$ cat config.mk
export PLATFORM = sky130hd
export DESIGN_NAME = ps_adpcm_block_decoder_top_flat
export DESIGN_NICKNAME = d
export VERILOG_FILES = /design/src/rtl/psadpcm_pkg.sv /design/src/rtl/psadpcm_ifs.sv /design/src/rtl/psadpcm_pred.sv /design/src/rtl/ps_adpcm_block_decoder_top.sv /design/src/flat_wrapper.sv
export VERILOG_INCLUDE_DIRS = /design/src /design/src/rtl
export SDC_FILE = /design/constraint.sdc
export NUM_CORES = 1
export LEC_CHECK = 0
export BUFFER_PORTS_ARGS = -buffer_cell sky130_fd_sc_hd__buf_2
export CAP_MARGIN = 20
export CORE_MARGIN = 1
export CORE_UTILIZATION = 40
export CTS_CLUSTER_DIAMETER = 40
export DETAILED_ROUTE_END_ITERATION = 6
export HOLD_SLACK_MARGIN = 0.08
export PLACE_DENSITY_LB_ADDON = 0.25
export SLEW_MARGIN = 25
export SYNTH_ARGS = -nofsm -noshare
export SYNTH_HDL_FRONTEND = slang
export SYNTH_HIERARCHICAL = 1
export SYNTH_SLANG_ARGS = --single-unit
$ cat constraint.sdc
create_clock -name i_clk -period 17.35 [get_ports i_clk]
set_input_delay 2.6025 -clock i_clk [delete_from_list [all_inputs] [get_ports i_clk]]
set_output_delay 2.6025 -clock i_clk [all_outputs]
set_load 0.01 [all_outputs]
$ cat src/rtl/ps_adpcm_block_decoder_top_defines.svh
// assertion macros for the ps adpcm block decoder
// used by the top level, no other dependencies
`ifndef PS_ADPCM_BLOCK_DECODER_TOP_DEFINES_SVH
`define PS_ADPCM_BLOCK_DECODER_TOP_DEFINES_SVH

// same-cycle implication
`define PSADPCM_ASSERT_NOW(lbl, clk, rst_n, ante, cons, msg) \
    lbl: assert property (@(posedge clk) disable iff (!rst_n) (ante) |-> (cons)) \
        else $error(msg);

// next-cycle implication
`define PSADPCM_ASSERT_NEXT(lbl, clk, rst_n, ante, cons, msg) \
    lbl: assert property (@(posedge clk) disable iff (!rst_n) (ante) |=> (cons)) \
        else $error(msg);

`endif

$ cat src/rtl/psadpcm_pkg.sv
// shared types, constants and coefficient tables for the ps adpcm decoder
// no dependencies
package psadpcm_pkg;

    localparam int BYTE_W     = 8;
    localparam int NIB_W      = 4;
    localparam int HIST_W     = 32;
    localparam int SMP_W      = 16;
    localparam int COEF_W     = 10;
    localparam int CNT_W      = $clog2(COEF_W);
    localparam int ACC_W      = 44;
    localparam int PRED_SHIFT = 7;
    localparam int SUM_W      = ACC_W - PRED_SHIFT;
    localparam int SHIFT_BASE = 28;
    localparam int SHAMT_W    = 5;

    localparam logic [NIB_W-1:0] POS_HEADER = 4'd0;
    localparam logic [NIB_W-1:0] POS_MUTE   = 4'd1;
    localparam logic [NIB_W-1:0] POS_FIRST  = 4'd2;

    typedef enum logic [1:0] {
        ST_IDLE,
        ST_MAC,
        ST_FIN
    } t_state;

    // request from the sequencer to the predictor
    typedef struct packed {
        logic              load;
        logic [NIB_W-1:0]  filter;
        logic [NIB_W-1:0]  shift;
        logic [NIB_W-1:0]  nib;
    } t_pred_ctrl;

    // first tap, unused filter indices give zero
    function automatic logic [COEF_W-1:0] coef_a(input logic [NIB_W-1:0] idx);
        logic [COEF_W-1:0] k;
        case (idx)
            4'd1:    k = 10'sh0F0;
            4'd2:    k = 10'sh1CC;
            4'd3:    k = 10'sh188;
            4'd4:    k = 10'sh1E8;
            default: k = '0;
        endcase
        return k;
    endfunction

    // second tap
    function automatic logic [COEF_W-1:0] coef_b(input logic [NIB_W-1:0] idx);
        logic [COEF_W-1:0] k;
        case (idx)
            4'd2:    k = -10'sd208;
            4'd3:    k = -10'sd220;
            4'd4:    k = -10'sd240;
            default: k = '0;
        endcase
        return k;
    endfunction

endpackage

$ cat src/rtl/psadpcm_ifs.sv
// valid/ready channel interfaces for the ps adpcm decoder
// depends on psadpcm_pkg
interface psadpcm_in_if;
    import psadpcm_pkg::*;
    logic              valid;
    logic              ready;
    logic [BYTE_W-1:0] data_byte;
    logic              channel;
    logic              restart;

    modport source (output valid, data_byte, channel, restart, input ready);
    modport sink   (input valid, data_byte, channel, restart, output ready);
endinterface

interface psadpcm_out_if;
    import psadpcm_pkg::*;
    logic                    valid;
    logic                    ready;
    logic signed [SMP_W-1:0] sample;
    logic                    sample_channel;
    logic                    last;

    modport source (output valid, sample, sample_channel, last, input ready);
    modport sink   (input valid, sample, sample_channel, last, output ready);
endinterface

$ cat src/rtl/psadpcm_pred.sv
// two-tap predictor: bit-serial multiply over the coefficient bits, msb first,
// then rounding, nibble scaling and saturation; depends on psadpcm_pkg
module psadpcm_pred (
    input  logic                     i_clk,
    input  logic                     i_rst_n,
    input  psadpcm_pkg::t_pred_ctrl  i_ctrl,
    input  logic signed [31:0]       i_h1,
    input  logic signed [31:0]       i_h2,
    output logic                     o_done,
    output logic signed [31:0]       o_value
);
    import psadpcm_pkg::*;

    logic [COEF_W-1:0]       r_ka;
    logic [COEF_W-1:0]       r_kb;
    logic signed [ACC_W-1:0] r_acc;
    logic signed [ACC_W-1:0] n_acc;
    logic [CNT_W-1:0]        r_cnt;
    logic                    r_busy;
    logic [NIB_W-1:0]        r_nib;
    logic [NIB_W-1:0]        r_shift;

    logic signed [ACC_W-1:0] w_pa;
    logic signed [ACC_W-1:0] w_pb;
    logic signed [ACC_W-1:0] w_part;
    logic signed [SUM_W-1:0] w_y;
    logic signed [SUM_W-1:0] w_yh;
    logic signed [SUM_W-1:0] w_pred;
    logic [SHAMT_W-1:0]      w_shamt;
    logic signed [31:0]      w_xs;
    logic signed [SUM_W-1:0] w_sum;
    logic                    w_in_range;

    // one coefficient bit of each tap per cycle
    always_comb begin
        w_pa   = r_ka[COEF_W-1] ? ACC_W'(i_h1) : '0;
        w_pb   = r_kb[COEF_W-1] ? ACC_W'(i_h2) : '0;
        w_part = w_pa + w_pb;
        // the sign bit of the coefficient weighs negative
        if (r_cnt == CNT_W'(COEF_W - 1)) begin
            n_acc = -w_part;
        end else begin
            n_acc = (r_acc <<< 1) + w_part;
        end
    end

    always_ff @(posedge i_clk) begin
        if (!i_rst_n) begin
            r_busy <= 1'b0;
        end else if (i_ctrl.load) begin
            r_busy <= 1'b1;
        end else if (r_busy && r_cnt == '0) begin
            r_busy <= 1'b0;
        end
    end

    always_ff @(posedge i_clk) begin
        if (i_ctrl.load) begin
            r_ka    <= coef_a(i_ctrl.filter);
            r_kb    <= coef_b(i_ctrl.filter);
            r_acc   <= '0;
            r_cnt   <= CNT_W'(COEF_W - 1);
            r_nib   <= i_ctrl.nib;
            r_shift <= i_ctrl.shift;
        end else if (r_busy) begin
            r_ka  <= r_ka << 1;
            r_kb  <= r_kb << 1;
            r_acc <= n_acc;
            r_cnt <= r_cnt - 1'b1;
        end
    end

    // rounding, scaled nibble and saturation
    always_comb begin
        w_y        = SUM_W'(r_acc >>> PRED_SHIFT);
        w_yh       = w_y >>> 1;
        w_pred     = w_yh + $signed({{(SUM_W-1){1'b0}}, w_y[0]});
        w_shamt    = SHAMT_W'(SHIFT_BASE) - {1'b0, r_shift};
        w_xs       = $signed({{(32-NIB_W){r_nib[NIB_W-1]}}, r_nib}) <<< w_shamt;
        w_sum      = SUM_W'(w_xs) + w_pred;
        w_in_range = (&w_sum[SUM_W-1:31]) || !(|w_sum[SUM_W-1:31]);
        if (w_in_range) begin
            o_value = w_sum[31:0];
        end else if (w_sum[SUM_W-1]) begin
            o_value = 32'sh8000_0000;
        end else begin
            o_value = 32'sh7FFF_FFFF;
        end
    end

    assign o_done = !r_busy;

endmodule

$ cat src/rtl/ps_adpcm_block_decoder_top.sv
// ps adpcm block decoder, top level; depends on psadpcm_pkg, psadpcm_ifs, psadpcm_pred
// header and mute bytes are taken while idle and give no sample
// a data byte gives two samples, low nibble first, each from one run of the
// 10-bit serial predictor multiply; no new byte is taken until the second sample
// is loaded into the output register, and a stalled sample holds the sequencer
// synchronous active-low reset clears histories, block position and handshakes
`include "ps_adpcm_block_decoder_top_defines.svh"

module ps_adpcm_block_decoder_top (
    input  logic           i_clk,
    input  logic           i_rst_n,
    psadpcm_in_if.sink     i_in,
    psadpcm_out_if.source  o_out
);
    import psadpcm_pkg::*;

    // sequencer
    t_state r_state;
    t_state n_state;

    // block context latched from the header and mute bytes
    logic [NIB_W-1:0]  r_pos;
    logic [NIB_W-1:0]  r_shift;
    logic [NIB_W-1:0]  r_filter;
    logic              r_ch;
    logic              r_mute;
    logic [NIB_W-1:0]  r_hi_nib;
    logic              r_nib_sel;

    // prediction history per channel, newest and older
    logic [1:0][HIST_W-1:0] r_h1;
    logic [1:0][HIST_W-1:0] r_h2;

    // output register
    logic                    r_o_valid;
    logic signed [SMP_W-1:0] r_o_sample;
    logic                    r_o_ch;
    logic                    r_o_last;

    logic                    w_in_fire;
    logic                    w_in_ready;
    logic [NIB_W-1:0]        w_pos_eff;
    logic                    w_is_data;
    logic                    w_slot_free;
    logic                    w_out_load;
    logic                    w_hist_wr;
    logic                    w_pred_load;
    logic                    w_pred_done;
    logic signed [31:0]      w_pred_value;
    t_pred_ctrl              w_pred_ctrl;

    assign w_in_fire   = i_in.valid && w_in_ready;
    // a restart turns this byte into a header
    assign w_pos_eff   = i_in.restart ? POS_HEADER : r_pos;
    assign w_is_data   = (w_pos_eff != POS_HEADER) && (w_pos_eff != POS_MUTE);
    assign w_slot_free = !r_o_valid || o_out.ready;

    // next state
    always_comb begin
        n_state = r_state;
        unique case (r_state)
            ST_IDLE: begin
                if (w_in_fire && w_is_data) n_state = ST_MAC;
            end
            ST_MAC: begin
                if (w_pred_done) n_state = ST_FIN;
            end
            ST_FIN: begin
                if (w_slot_free) n_state = r_nib_sel ? ST_IDLE : ST_MAC;
            end
            default: n_state = ST_IDLE;
        endcase
    end

    // sequencer outputs
    always_comb begin
        w_in_ready  = 1'b0;
        w_out_load  = 1'b0;
        w_hist_wr   = 1'b0;
        w_pred_load = 1'b0;
        unique case (r_state)
            ST_IDLE: begin
                w_in_ready  = 1'b1;
                w_pred_load = i_in.valid && w_is_data;
            end
            ST_MAC: begin
            end
            ST_FIN: begin
                w_out_load  = w_slot_free;
                w_hist_wr   = w_slot_free && !r_mute;
                // second nibble starts as soon as the first leaves
                w_pred_load = w_slot_free && !r_nib_sel;
            end
            default: begin
            end
        endcase
    end

    // low nibble comes straight from the request, high nibble from the held one
    always_comb begin
        w_pred_ctrl.load   = w_pred_load;
        w_pred_ctrl.filter = r_filter;
        w_pred_ctrl.shift  = r_shift;
        w_pred_ctrl.nib    = (r_state == ST_IDLE) ? i_in.data_byte[NIB_W-1:0]
                                                  : r_hi_nib;
    end

    psadpcm_pred u_pred (
        .i_clk   (i_clk),
        .i_rst_n (i_rst_n),
        .i_ctrl  (w_pred_ctrl),
        .i_h1    (r_h1[r_ch]),
        .i_h2    (r_h2[r_ch]),
        .o_done  (w_pred_done),
        .o_value (w_pred_value)
    );

    always_ff @(posedge i_clk) begin
        if (!i_rst_n) begin
            r_state <= ST_IDLE;
        end else begin
            r_state <= n_state;
        end
    end

    // block position and header fields
    always_ff @(posedge i_clk) begin
        if (!i_rst_n) begin
            r_pos     <= POS_HEADER;
            r_shift   <= '0;
            r_filter  <= '0;
            r_ch      <= 1'b0;
            r_mute    <= 1'b0;
            r_nib_sel <= 1'b0;
        end else begin
            if (w_in_fire) begin
                if (w_pos_eff == POS_HEADER) begin
                    r_shift  <= i_in.data_byte[NIB_W-1:0];
                    r_filter <= i_in.data_byte[BYTE_W-1:NIB_W];
                    r_ch     <= i_in.channel;
                    r_pos    <= POS_MUTE;
                end else if (w_pos_eff == POS_MUTE) begin
                    r_mute <= |i_in.data_byte[BYTE_W-1:NIB_W];
                    r_pos  <= POS_FIRST;
                end else begin
                    // wraps back to the header after the last byte
                    r_pos     <= r_pos + 1'b1;
                    r_nib_sel <= 1'b0;
                end
            end else if (w_out_load) begin
                r_nib_sel <= 1'b1;
            end
        end
    end

    always_ff @(posedge i_clk) begin
        if (w_in_fire && w_is_data) begin
            r_hi_nib <= i_in.data_byte[BYTE_W-1:NIB_W];
        end
    end

    // history: cleared by restart, shifted by each unmuted sample
    always_ff @(posedge i_clk) begin
        if (!i_rst_n) begin
            r_h1 <= '0;
            r_h2 <= '0;
        end else if (w_in_fire && i_in.restart) begin
            r_h1 <= '0;
            r_h2 <= '0;
        end else if (w_hist_wr) begin
            r_h2[r_ch] <= r_h1[r_ch];
            r_h1[r_ch] <= w_pred_value;
        end
    end

    // output register
    always_ff @(posedge i_clk) begin
        if (!i_rst_n) begin
            r_o_valid <= 1'b0;
        end else if (w_out_load) begin
            r_o_valid <= 1'b1;
        end else if (o_out.ready) begin
            r_o_valid <= 1'b0;
        end
    end

    always_ff @(posedge i_clk) begin
        if (w_out_load) begin
            r_o_sample <= r_mute ? '0 : w_pred_value[31:HIST_W-SMP_W];
            r_o_ch     <= r_ch;
            r_o_last   <= r_nib_sel;
        end
    end

    assign i_in.ready           = w_in_ready;
    assign o_out.valid          = r_o_valid;
    assign o_out.sample         = r_o_sample;
    assign o_out.sample_channel = r_o_ch;
    assign o_out.last           = r_o_last;

    // checks
    `PSADPCM_ASSERT_NEXT(a_mute_gives_zero, i_clk, i_rst_n, w_out_load && r_mute, o_out.sample == '0, "muted block gave a nonzero sample")
    `PSADPCM_ASSERT_NEXT(a_mute_keeps_hist, i_clk, i_rst_n, r_mute && !w_in_fire, $stable(r_h1) && $stable(r_h2), "muted block changed the history")
    `PSADPCM_ASSERT_NEXT(a_ctl_byte_no_work, i_clk, i_rst_n, w_in_fire && !w_is_data, r_state == ST_IDLE, "header or mute byte started a sample")
    `PSADPCM_ASSERT_NOW(a_fin_pred_done, i_clk, i_rst_n, r_state == ST_FIN, w_pred_done, "sample finished while the predictor was busy")

endmodule
$ cat src/flat_wrapper.sv
// flat-port wrapper written by rule: the top's interface ports become plain ports
module ps_adpcm_block_decoder_top_flat import psadpcm_pkg::*;
  (i_clk, i_rst_n, i_in_valid, i_in_data_byte, i_in_channel, i_in_restart, i_in_ready, o_out_valid, o_out_sample, o_out_sample_channel, o_out_last, o_out_ready);
  psadpcm_in_if i_in_i ();
  psadpcm_out_if o_out_i ();
  input  logic i_clk;
  input  logic i_rst_n;
  input wire logic [$bits(i_in_i.valid)-1:0] i_in_valid;
  input wire logic [$bits(i_in_i.data_byte)-1:0] i_in_data_byte;
  input wire logic [$bits(i_in_i.channel)-1:0] i_in_channel;
  input wire logic [$bits(i_in_i.restart)-1:0] i_in_restart;
  output wire logic [$bits(i_in_i.ready)-1:0] i_in_ready;
  output wire logic [$bits(o_out_i.valid)-1:0] o_out_valid;
  output wire logic [$bits(o_out_i.sample)-1:0] o_out_sample;
  output wire logic [$bits(o_out_i.sample_channel)-1:0] o_out_sample_channel;
  output wire logic [$bits(o_out_i.last)-1:0] o_out_last;
  input wire logic [$bits(o_out_i.ready)-1:0] o_out_ready;
  assign i_in_i.valid = i_in_valid;
  assign i_in_i.data_byte = i_in_data_byte;
  assign i_in_i.channel = i_in_channel;
  assign i_in_i.restart = i_in_restart;
  assign i_in_ready = i_in_i.ready;
  assign o_out_valid = o_out_i.valid;
  assign o_out_sample = o_out_i.sample;
  assign o_out_sample_channel = o_out_i.sample_channel;
  assign o_out_last = o_out_i.last;
  assign o_out_i.ready = o_out_ready;
  ps_adpcm_block_decoder_top u_core (.i_clk(i_clk), .i_rst_n(i_rst_n), .i_in(i_in_i), .o_out(o_out_i));
endmodule
==> results.ini <==
[sta]
slew_headroom_pct = 31.8
fin_skew_ps = 28.4
worst_pin_slew_ps = 1020
finalHoldViolCount = 0
fmax_mhz = 142
rsz0062_at_grt = false
fin_crit_sh_pct = 40.6
setup_ws_ps = 10300
setup_tns_ps = 0
setup_viol = 0
fin_crit_ps = 7050
drv_slew = 0

[grt]
grt_max_degree = 111
grt_pass1_wl_mm = 81.2
antenna_found_initial = 1
grt_use_total_pct = 21.6
grt_pass1_vias = 15200
grt_remaining_overflow = 0

[placement]
pre_cts_ws_ps = 10400
portBuffers = 33
hpwlAfterDp_mm = 36.2
place.gp.congestion = 0.885
dp.cells = 2645

[route]
drt_wl_total_mm = 50.9
ant_nets = 0
vias = 15800
drtIter0Drc = 1161
drtPass1Iterations = 5
routed_via_density = 5.81
routedWlPerCell_um = 18.7
drc = 0

[die]
die_h_um = 214
die-area_um2 = 46000
die_w_um = 214
rows = 77
core_area_um2 = 44400
start_util_pct = 40.7
io_pins = 34

[synth]
yosysSeqAreaShare_pct = 29.3
yosys_warnings = 6
synth_seq_cells = 241
syn_inst = 2137
synth_ff_type = dfxtp_1
synth-async-reset-ratio_pct = 0
avgSynthCellArea_um2 = 8.45
synth_cell_types = 85
syn_area_um2 = 18100
synth-edff-count = 46

[setup_path]
path_max_fanout = 70
critPathKind = flop to flop
cp.arrival_ps = 7510
crit_chain = buf_4 > mux2_2 > and2_1 > ha_1 > a21oi_1 > o21ai_0 > a2111oi_0 > nand3_1 > a311oi_1 > o21bai_1 > xor2_1 > ha_1 > a21o_1 > nor4_1 > o41ai_1 > nor3_1 > a21oi_1 > a211oi_1 > nor2_1 > and2_1 > or3_1 > a211oi_1
end_kind = flop
crit_required_ps = 17810
crit_path_start_kind = flop
slowest_stage = buf_4
crit_path_max_incr_delay_ps = 690

[final_layout]
antenna_cells = 0
nNetsFinal = 2238
register_area_um2 = 5290
syn_to_final_growth_pct = 10.7
drive_gt1_share_pct = 10.3
instances_no_fill = 2728
multi_input_area_um2 = 12000
num-fill-cells = 4283

[clocking]
cts_root_buf = clkbuf_16
clkSinkCount = 241
cts_buffers = 47
htreeDepth = 2
clkTransAtPathRegs_ps = 50
insertion_delay_ps = 580
cts_setup_buffers = 0
cts_tree = built
clockBufferDepth = 3
cts_resized = 0
cts_hold_buf = 0

[min_path]
hp-class = flop to flop

[power_and_ir_drop]
power_density_nw_per_um2 = 117
finalPower_w = 0.00235
leakagePower_nw = 8.39
vdd_drop_max_mv = 0.0775

[outcome]
outcome = finished clean

[job]
drv_cap = 0

## synthesized netlist by cell type (all sizes together) (6+ instances only)
cell type / n / area [µm²]
buf: 44 / 287
o22ai: 6 / 37.5
o31ai: 15 / 113
a211oi: 29 / 218
o21bai: 14 / 105
mux2i: 146 / 1460
a311oi: 12 / 105
ha: 118 / 1480
edfxtp: 46 / 1380
a221o: 6 / 60.1
nand2b: 22 / 145
dfxtp: 195 / 3900
nor2b: 38 / 238
o21ai: 150 / 751
or3: 16 / 100
and2: 83 / 519
a21oi: 128 / 652
a31oi: 17 / 106
nand4: 15 / 100
and3: 14 / 87.6
clkbuf: 89 / 334
nor2: 144 / 541
inv: 42 / 158
a21boi: 10 / 75.1
o21a: 15 / 113
mux2: 70 / 788
xnor2: 63 / 552
nand3: 195 / 976
or2: 10 / 62.6
o211ai: 10 / 75.1
nor4: 13 / 81.3
o41ai: 8 / 70.1
nand2: 118 / 443
a21o: 54 / 405
nor3: 41 / 216
a2111oi: 8 / 88.8
xor2: 54 / 480
## kinds of logic (layout without fill, tap and decap cells)
kind of cell / after synthesis / after routing / synth area share [%]
XOR/XNOR: 117 / 117 / 5.72
AO/OA/AOI/OAI: 526 / 526 / 18.7
adder cells (fa/ha/maj): 122 / 122 / 8.62
flip-flops: 241 / 241 / 29.3
other: 2 / 5 / 0.0416
buffers and inverters: 175 / 171 / 4.31
AND/OR/NAND/NOR: 738 / 738 / 20.8
multiplexers: 216 / 216 / 12.5
## path summary, 6_finish.rpt
check | cells after the start | from | to | slack (ps)
worst min register to register | 0 | u_core/r_shift[2] | u_core/u_pred/r_shift[2] | 430
worst max register to register | 22 | u_core/r_ch | u_core/u_pred/r_acc[39] | 10300
worst max-delay path | 22 | u_core/r_ch | u_core/u_pred/r_acc[39] | 10300
worst min-delay path | 0 | u_core/r_shift[2] | u_core/u_pred/r_shift[2] | 430
## state kept, by name, summed over array words and instances (netlist names), 2 cells and up
name / count
u_core/r_hi_nib: 4
u_core/r_pos: 4
u_core/r_filter: 4
u_core/u_pred/r_shift: 4
u_core/u_pred/r_cnt: 4
u_core/o_out.sample: 16
u_core/r_shift: 4
u_core/u_pred/r_kb: 8
u_core/r_state: 2
u_core/u_pred/r_nib: 4
u_core/r_h1: 64
u_core/u_pred/r_ka: 8
u_core/r_h2: 64
u_core/u_pred/r_acc: 44
## critical path, delay by kind of cell (launching register included)
kind / cells / cell delay [ps]
and+or+nand+nor: 7 / 1450
buffers and inverters: 1 / 690
AOI/OAI and AO/OA: 10 / 2660
adders and majority gates: 2 / 810
muxes: 1 / 420
DFF: 1 / 310
xor gates and xnor gates: 1 / 460
## layer usage
layer	up-vias	track usage (%)	part of all wire, %
li1	7761	-	-
met1	7571	29.5	47
met2	406	34.3	45
met3	99	3.39	5.2
met4	2	8.33	3.0
met5	-	0	0.026
## cells in the final DEF, fill, tap and decap left out, types with 15 or more instances in the layout
cell       Yosys  final
a211oi_1      29     29
a21o_1        54     54
a21oi_1      125    125
a31oi_1       17     17
and2_1        82     82
buf_2         27     32
clkbuf_16      0     50
dfxtp_1      195    192
edfxtp_1      46     46
ha_1         118    118
inv_1         42     42
mux2_2        70     70
mux2i_1      146    146
nand2_1      118    118
nand2b_1      21     21
nand3_1      195    195
nor2_1       144    142
nor2b_1       38     38
nor3_1        40     40
o21a_1        15     15
o21ai_0      146    146
o31ai_1       15     15
or3_1         16     16
xnor2_1       63     63
xor2_1        53     53
## layout make-up
| type | instances | area share, % |
|---|---|---|
| clock inverter | 20 | 0.726 |
| sequential | 241 | 26.5 |
| multi-input combinational | 1724 | 60.2 |
| clock buffer | 63 | 6.71 |
| inverter | 42 | 0.789 |
| timing repair buffer | 46 | 1.38 |
| tap | 592 | 3.71 |
## where the power goes
| group | internal (W) | switching, W |
|---|---|---|
| Sequential | 0.000643 | 0.0000723 |
| Combinational | 0.000287 | 0.000491 |
| Clock | 0.000552 | 0.000303 |
## stage by stage
step | cell area (µm²) | hold slack (ps) | util [%]
4_1_cts | 20000 | 429 | 45.0
3_3_place_gp | 18500 | 418 | 41.6
6_report | 20000 | 431 | 45.0
2_1_floorplan | 18100 | 406 | -
3_5_place_dp | 18500 | 422 | 41.6
5_1_grt | 20000 | 451 | 45.0
Note: power is estimated with default switching activity, not from simulation.
